### src/rtl/grpe_ram.sv
// Generic single-port-write, single-port-read RAM with registered read data.
`timescale 1ns / 1ps
module grpe_ram #(
  parameter int WIDTH = 8,
  parameter int DEPTH = 32
) (
  input  logic                     clk,
  input  logic                     we,
  input  logic [$clog2(DEPTH)-1:0] waddr,
  input  logic [WIDTH-1:0]         wdata,
  input  logic [$clog2(DEPTH)-1:0] raddr,
  output logic [WIDTH-1:0]         rdata
);

  logic [WIDTH-1:0] mem [DEPTH];

  // write port and registered read port
  always_ff @(posedge clk) begin
    if (we) begin
      mem[waddr] <= wdata;
    end
    rdata <= mem[raddr];
  end

endmodule

### config.mk
export PLATFORM = sky130hd
export DESIGN_NAME = grpe_ram
export DESIGN_NICKNAME = d
export VERILOG_FILES = /design/src/rtl/grpe_ram.sv
export SDC_FILE = /design/constraint.sdc
export NUM_CORES = 1
export LEC_CHECK = 0
export ABC_CLOCK_PERIOD_IN_PS = 3050
export CORE_ASPECT_RATIO = 0.75
export CORE_MARGIN = 2
export CORE_UTILIZATION = 35
export CTS_CLUSTER_SIZE = 25
export DETAILED_ROUTE_END_ITERATION = 8
export DONT_BUFFER_PORTS = 1
export SLEW_MARGIN = 15
export SYNTH_ARGS = -nofsm -noshare
export SYNTH_HDL_FRONTEND = slang
export SYNTH_SLANG_ARGS = --single-unit
### constraint.sdc
create_clock -name clk -period 3.05 [get_ports clk]
set_clock_uncertainty 0.2 [all_clocks]
set_input_delay 0.61 -clock clk [delete_from_list [all_inputs] [get_ports clk]]
set_output_delay 0.61 -clock clk [all_outputs]
set_load 0.1 [all_outputs]
==> results.md <==
* Combinational Power Share at under 10%
* Die H at 151 microns
* Worst vdd ir at ~350 uV
* Hpwl dp at 12900 microns
* CP required at 2.24 ns
* Critical path depth in cells at 0
* Final Net Count at 478
* Multiplexer share of the synthesized area at about a fifth
* FF-to-FF setup slack at 1.05 ns
* Finish-stage setup viols at 0
* Ports at 28
* Post-Syn Area at about 0.010 sq mm
* Fillers at between 2000 and 2500
* Global-route wire length before repair at 31500 microns
* Reg-to-reg critical path endpoint: rdata[3]
* Synth Area in Adders at 0%
* Remaining antenna violation count after routing at 0
* Port Buffers at 0
* Pins over their slew limit at 0
* Status: finished clean
* Sequential share of power at 55.0%
* CP Launch Type: flip-flop
* Clock sink total at 264
* Post-synth cell types at 15
* Worst Setup SP: rdata[1]
* Worst hold slack at approximately 0.041 ns
* Post-CTS sizing at 0
* Slew @ Worst Pin at 1.06 ns
* Worst setup path endpoint: rdata[1]
* DR iter-0 viols at 468
* Most frequent cells after synthesis: edfxtp_1 (256), mux4_2 (80), nor2_1 (33)
* P_sw at ~0.0016 W
* Worst R2R Start: mem[29][3]
* Yosys top cell by area: edfxtp_1
* Largest family of logic cells by synthesized area: multiplexers
* Hold crit path type: in -> reg
* Setup ws final at around 0.69 ns
* Core Region at 0.0281 sq mm
* Share of the synthesized area in the top cell type at 76.5%
* Warnings from Yosys at 0
* Critical Path Fanout Max at 1
* Mapped Cells at roughly 420
* Leak Pwr at approximately 3.6 nW
* Clock transition at path regs at ~0.070 ns
* # hold bufs at CTS at 8
* Grt ovf at 0
* Area of the multi-input gates at about 0.0021 sq mm
* Slew headroom at between 20 and 30%
* Register area at 0.00785 sq mm
* Routed via count at about 4400
* Power share of the clock group at around 40%
* Rows at 53
* Period utilisation layout at approximately 77%
* Max-cap violations at 0
* Synth-to-Final Area Change at 15.3%
* Switching share of power at between 20% and 30%
* Starting Density at between 30 and 40%
* Final Hold Fails at 0
* XOR/XNOR Fraction of Synth Area at 0%
* Post-route setup TNS at 0 ns
* Tmin final at roughly 2.4 ns
* Antenna diodes at 0
* WS Path Type: reg -> out
* DRC viols at 0
* Sequential share of the synthesized area at about four fifths
* Vias per cell at a little over 5
* #FFs+latches synth at roughly 260
* Most used DFF post-synth: edfxtp_1
* Ys async rst share at 0%
* Pint at 0.00601 W
* GP Congestion at 0.729
* Pwr dens at between 600 and 700 mW/mm^2
* Root buffer selected by CTS: clkbuf_16
* Clock tree buffer depth at 3
* Share of cells above drive strength 1 at around a third
* TritonCTS buffer count at 25
* Antenna violations before repair at 0
* Dominant cell by count in the synthesized netlist: edfxtp_1
* Worst skew pair latency at ~0.52 ns
* Fin area at roughly 0.012 sq mm
* Maximum clock frequency at approximately 420 MHz
* Post-synth EDFFs at approximately 260
* H-Tree Level Count at 1
* Die ar. at between 0.03 and 0.04 sq mm
* Setup repair bufs after CTS at 0
* Vias in the first global route at approximately 4500
* Synth Area in Simple Gates at under 10%
* RSZ-0062 raised after global routing: false
* Largest net degree at the start of global routing at between 60 and 70
* DIE WIDTH at 200 microns
* CP arrival at 1.55 ns
* Routed len/inst at between 20 and 25 microns
* CP Capture Type: primary output
* Post-synthesis net count at ~440
* Compound-cell area share of the yosys netlist at 0%
* GR Util All Layers at roughly 15%
* Post-place setup slack at 0.587 ns
* R2r worst-path depth at 3
* Syn Area/Cell at roughly 24 sq um
* TritonCTS clock tree: done
* Drt first pass iters at 5
* Final WL at roughly 21000 microns
* Largest cells by area after synthesis: edfxtp_1 (76%), mux4_2 (18%), dfxtp_1 (1.6%)
* Placed Area at 0.0106 sq mm
state kept, by name, indices dropped and copies added, names as in the netlist:
register and cells:
mem 256, rdata 8
kinds of logic (layout without fill, tap and decap cells):
group         count (synthesis)  count (layout)
simple gates                 45              45
buf+inv                      20              80
mux                          88              88
flops                       264             264
cells in the final DEF (no fill, tap or decap):
| cell type | instances |
|---|---|
| buf_2 | 1 |
| nor2_1 | 33 |
| clkbuf_1 | 5 |
| buf_12 | 7 |
| or3b_2 | 3 |
| mux4_2 | 80 |
| clkinv_1 | 4 |
| bufinv_16 | 3 |
| or3_1 | 1 |
| nand3b_1 | 5 |
| nand2_1 | 1 |
| nand3_1 | 2 |
| mux2_2 | 8 |
| clkinvlp_4 | 1 |
| clkinv_2 | 4 |
| inv_6 | 2 |
| buf_4 | 26 |
| clkbuf_8 | 2 |
| clkbuf_16 | 25 |
| dfxtp_1 | 8 |
| edfxtp_1 | 256 |
power by group through the flow:
stage	clock network, W	registers, W	logic [W]
after global placement	0	0.00424	0.000224
after global routing	0.00331	0.00417	0.000318
after CTS	0.00318	0.00417	0.000305
final	0.00311	0.00417	0.000301
after floorplan	0	0.00423	0.000215
after detailed placement	0	0.00425	0.000227
worst min-delay path by stage:
stage / start / endpoint / slack [ns] / depth (start not counted)
after CTS: raddr[3] / rdata[4] / 0.02 / 1
after global routing: raddr[3] / rdata[1] / 0.02 / 1
after global placement: wdata[2] / mem[10][2] / 0.51 / 0
after floorplan: wdata[0] / mem[0][0] / 0.51 / 0
final: raddr[3] / rdata[4] / 0.04 / 1
after detailed placement: wdata[2] / mem[10][2] / 0.51 / 0
final cells by class:
cell class                 instances  share of cell area, %
tap                              385                   4.16
clock buffer                      32                   5.80
sequential                       264                   67.7
clock inverter                    14                   1.30
timing repair buffer              34                   2.94
multi-input combinational        133                   18.1
through the flow:
stage | util (%) | std cells | total power [W]
2_1_floorplan | - | 417 | 0.00445
4_1_cts | 41.2 | 862 | 0.00765
6_report | 41.2 | 862 | 0.00757
5_1_grt | 41.2 | 862 | 0.00780
3_5_place_dp | 37.8 | 808 | 0.00447
3_3_place_gp | 37.8 | 808 | 0.00447
layer usage:
layer	GRT usage (%)	up-vias	share of wire [%]
met5	0	-	0
met4	2.59	0	1.4
met3	3.12	28	5.5
met2	21.2	115	44
met1	23.3	2375	49
li1	-	1856	-
Note: power is estimated with default switching activity, not from simulation.
