`src/rtl/grpe_pkg.sv`:
```
// Shared types, constants and codes for the radial Gaussian potential evaluator.
`timescale 1ns / 1ps
package grpe_pkg;

  localparam int MAX_PRIMS = 32;
  localparam int IDX_W     = $clog2(MAX_PRIMS);
  localparam int CNT_W     = $clog2(MAX_PRIMS + 1);

  // Table entry: exponent, coefficient, radial power, angular momentum
  localparam int ENT_W = 32 + 32 + 3 + 3;

  localparam logic [1:0] ACT_CLEAR = 2'd0;
  localparam logic [1:0] ACT_LOAD  = 2'd1;
  localparam logic [1:0] ACT_EVAL  = 2'd2;

  localparam logic [1:0] STAT_OK   = 2'd0;
  localparam logic [1:0] STAT_FULL = 2'd1;
  localparam logic [1:0] STAT_SAT  = 2'd2;

  localparam logic [31:0] ONE_Q31  = 32'h8000_0000;
  localparam logic [31:0] RECIP3   = 32'hAAAA_AAAB;
  localparam logic [31:0] RECIP5   = 32'hCCCC_CCCD;
  localparam logic [48:0] TERM_CAP = 49'h1_0000_0000_0000;
  localparam logic [47:0] POS_MAX  = 48'h7FFF_FFFF_FFFF;
  localparam logic [47:0] NEG_MIN  = 48'h8000_0000_0000;

  typedef enum logic [4:0] {
    S_IDLE, S_SQR, S_R2, S_FETCH, S_CHK, S_X, S_TMUL, S_TDIV, S_TREC,
    S_SQ, S_SQW, S_MAG, S_V, S_POW, S_POWH, S_POWW, S_ACC, S_FIN
  } state_t;

  typedef struct packed {
    logic [31:0] a;
    logic [31:0] b;
  } mul_req_t;

endpackage

```
`src/rtl/grpe_mul.sv`:
```
// Shared 32x32 unsigned multiplier with registered product.
`timescale 1ns / 1ps
module grpe_mul (
  input  logic               clk,
  input  grpe_pkg::mul_req_t req,
  output logic [63:0]        prod
);

  import grpe_pkg::*;

  // register the product every cycle
  always_ff @(posedge clk) begin
    prod <= 64'(req.a) * 64'(req.b);
  end

endmodule

```
`config.mk`:
```
export PLATFORM = sky130hd
export DESIGN_NAME = grpe_mul
export DESIGN_NICKNAME = d
export VERILOG_FILES = /design/src/rtl/grpe_pkg.sv /design/src/rtl/grpe_mul.sv
export SDC_FILE = /design/constraint.sdc
export NUM_CORES = 2
export LEC_CHECK = 0
export BUFFER_PORTS_ARGS = -buffer_cell sky130_fd_sc_hd__buf_2
export CAP_MARGIN = 30
export CORE_MARGIN = 4
export CORE_UTILIZATION = 30
export DETAILED_ROUTE_END_ITERATION = 8
export GPL_TIMING_DRIVEN = 0
export PLACE_DENSITY = 0.41
export SLEW_MARGIN = 25
export SYNTH_ARGS = -nofsm -noshare
export SYNTH_HDL_FRONTEND = slang
export SYNTH_SLANG_ARGS = --single-unit
```
`constraint.sdc`:
```
create_clock -name clk -period 16.95 [get_ports clk]
set_input_delay 3.39 -clock clk [delete_from_list [all_inputs] [get_ports clk]]
set_output_delay 3.39 -clock clk [all_outputs]
set_load 0.01 [all_outputs]
```
==> results.ini <==
[global_route]
grtUsageTotal_pct=24.7
grt-ovfl-total=0
grt_pass1_wl_um=211000
grt_pass1_vias=29100
antenna_found_initial=30
grt_max_degree=12

[hold_path]
hold_class=in2reg
worstHoldPathCells=2

[sta]
drv_slew=0
fmax_mhz=84.5
rsz0062_at_grt=false
maxSlewHeadroom_pct=25.3
setup_violations=0
fin_ws_ns=5.11
worstMarginPinSlew_ns=1.12
finalHoldViolCount=0
period_needed_ns=11.84
min_period_over_period_pct=69.8
fin_tns_setup_ns=0

[floorplanning]
die_w_um=348
placementRows=124
core-area_um2=115000
die_area_um2=121000
initial_core_util_pct=30.3
die_y_um=348
ioPinCount=129

[layout]
top_register=prod
largest_register_ff_count=64
top_regs=prod x64
fin_nets=5130
fin_util_pct=33.0
nFillCells=12300
drive_above_1_share_pct=5.27
syn_to_final_growth_pct=8.91

[clock_tree]
post-cts-setup-buffer-count=0
cts_buffer_depth=2
htreeDepth=3
ctsRootBufferMaster=clkbuf_16
ctsResizeCount=0
clk_pin_slew_worst_paths_ns=0.06
numCtsBuffers=9
clock-sinks=64
holdBufCountCts=0
cts_tree=yes

[synth]
yosys.area_share.adder_pct=61.2
synth_mux_area_share_pct=0.0289
synth_compound_area_share_pct=4.15
synth_edf_count=0
async_flop_share_pct=0
synthSimpleGateAreaFrac_pct=17.6
synth.distinct_cells=57
syn_inst=3748
synth_area_per_cell_um2=9.25
synth_top_flop_cell=dfxtp_1
yosysSeqAreaShare_pct=3.69
syn-num-nets=4972
synth_area_um2=34700
synth_top_family_by_area=adder cells
ys_warn_count=0
synthXorXnorAreaFrac_pct=1.52
synth-seq-cells=64

[critical_path]
worstSetupStartpointType=input pin
cp_max_fo=10
critical_path_class=in2reg
end_kind=flop
crit_top_cell=fa_1
cpMaxStageDelayCell=clkbuf_1
slowest_delay_ns=0.81
path_cells=buf_2 -> clkbuf_1 -> nand2_1 -> fa_1 -> inv_1 -> fa_1 -> fa_1 -> fa_1 -> fa_1 -> fa_1 -> fa_1 -> inv_1 -> fa_1 -> inv_1 -> ha_1 -> buf_2 -> nand4_1 -> or4_1 -> or3_1 -> a31oi_1 -> a31o_2 -> a211oi_1 -> o21ai_1 -> xor2_1
critical_path_required_ns=17.24
critPathArrivalTime_ns=12.13

[placed_design]
gp_congestion=0.936
pre_cts_slack_ns=4.79
dp_hpwl_um=126000
numPortBuffers=128

[outcome]
status=finished, final reports clean

[detailed_routing]
drtIter0Drc=1729
drt_wl_total_um=148000
dr.pass1.iters=5
ant_nets=0
drc=0
via_per_inst=4.82
wl_per_cell_um=27.2
vias=26200

[job]
cap_viol_max_count=0

[worst paths after layout]
kind	from	endpoint	slack [ns]
min	req[0]	prod[0]	3.32
max	req[26]	prod[62]	5.11
[routing by layer]
layer	part of all wire, %	vias to the layer above	track usage (%)
met5	0.0081	-	0
met4	5.6	2	10.8
met3	5.5	227	3.10
met2	48	861	41.8
met1	41	13900	32.0
li1	-	11200	-
[metrics by stage]
stage / std cells / area, um^2 / hold WS (ns)
global placement: 5388 / 37200 / 3.69
CTS: 5420 / 37700 / 3.30
floorplan: 3748 / 34700 / 3.52
finish: 5430 / 37800 / 3.32
detailed placement: 5404 / 37400 / 3.69
global route: 5423 / 37700 / 3.32
[critical path: cells and delay by family]
kind | cells | cell delay (ns)
XOR/XNOR | 1 | 0.16
AO/OA/AOI/OAI | 4 | 1.18
AND/OR/NAND/NOR | 4 | 1.44
buffers and inverters | 6 | 1.45
adder cells (fa/ha/maj) | 9 | 4.48
[layout by cell type (no fill, tap or decap), drive strengths merged, types with 7 or more instances in the layout]
| cell | instances |
|---|---|
| a21o | 40 |
| a21oi | 66 |
| a31oi | 12 |
| and2 | 602 |
| and3 | 14 |
| buf | 154 |
| clkbuf | 223 |
| dfxtp | 64 |
| diode | 7 |
| fa | 896 |
| ha | 263 |
| inv | 865 |
| nand2 | 480 |
| nand3 | 10 |
| nand4 | 23 |
| nor2 | 20 |
| nor3 | 7 |
| o21a | 9 |
| o21ai | 26 |
| o21bai | 11 |
| xnor2 | 35 |
| xor2 | 25 |
[synth_stat cells (4+ instances only)]
| cell type | count | area [um^2] |
|---|---|---|
| nor2_1 | 20 | 75.1 |
| fa_1 | 896 | 17900 |
| and3_1 | 14 | 87.6 |
| xnor2_1 | 35 | 307 |
| nand4_1 | 23 | 144 |
| nand3_1 | 10 | 50.1 |
| and2_1 | 602 | 3770 |
| a21o_1 | 40 | 300 |
| a31oi_1 | 12 | 75.1 |
| buf_2 | 6 | 30.0 |
| nor3_1 | 7 | 35.0 |
| o21a_1 | 9 | 67.6 |
| xor2_1 | 25 | 219 |
| a21oi_1 | 63 | 315 |
| o21bai_1 | 10 | 75.1 |
| o21ai_0 | 21 | 105 |
| dfxtp_1 | 64 | 1280 |
| a221o_1 | 4 | 40.0 |
| ha_1 | 263 | 3290 |
| o21ai_1 | 5 | 25.0 |
| inv_1 | 865 | 3250 |
| clkbuf_1 | 213 | 800 |
| nand2_1 | 480 | 1800 |
[cells by family after synthesis]
| family | count (synthesis) |
|---|---|
| buffers and inverters | 1085 |
| and+or+nand+nor | 1177 |
| xor gates and xnor gates | 60 |
| AOI/OAI and AO/OA | 202 |
| muxes | 1 |
| DFF | 64 |
| adders and majority gates | 1159 |
[cell type report]
type	count	area [um^2]	area share, %
Multi-Input combinational cell	2599	29300	77.6
Inverter	865	3250	8.60
Tap cell	1512	1890	5.01
Sequential cell	64	1280	3.39
Timing Repair Buffer	147	866	2.29
Buffer	220	860	2.28
Clock buffer	10	229	0.606
Clock inverter	6	60.1	0.159
Antenna cell	7	17.5	0.0464
Power is left out: the tool's default activity adds up to more than one toggle a clock period on the data nets, which glitch-free logic cannot reach.
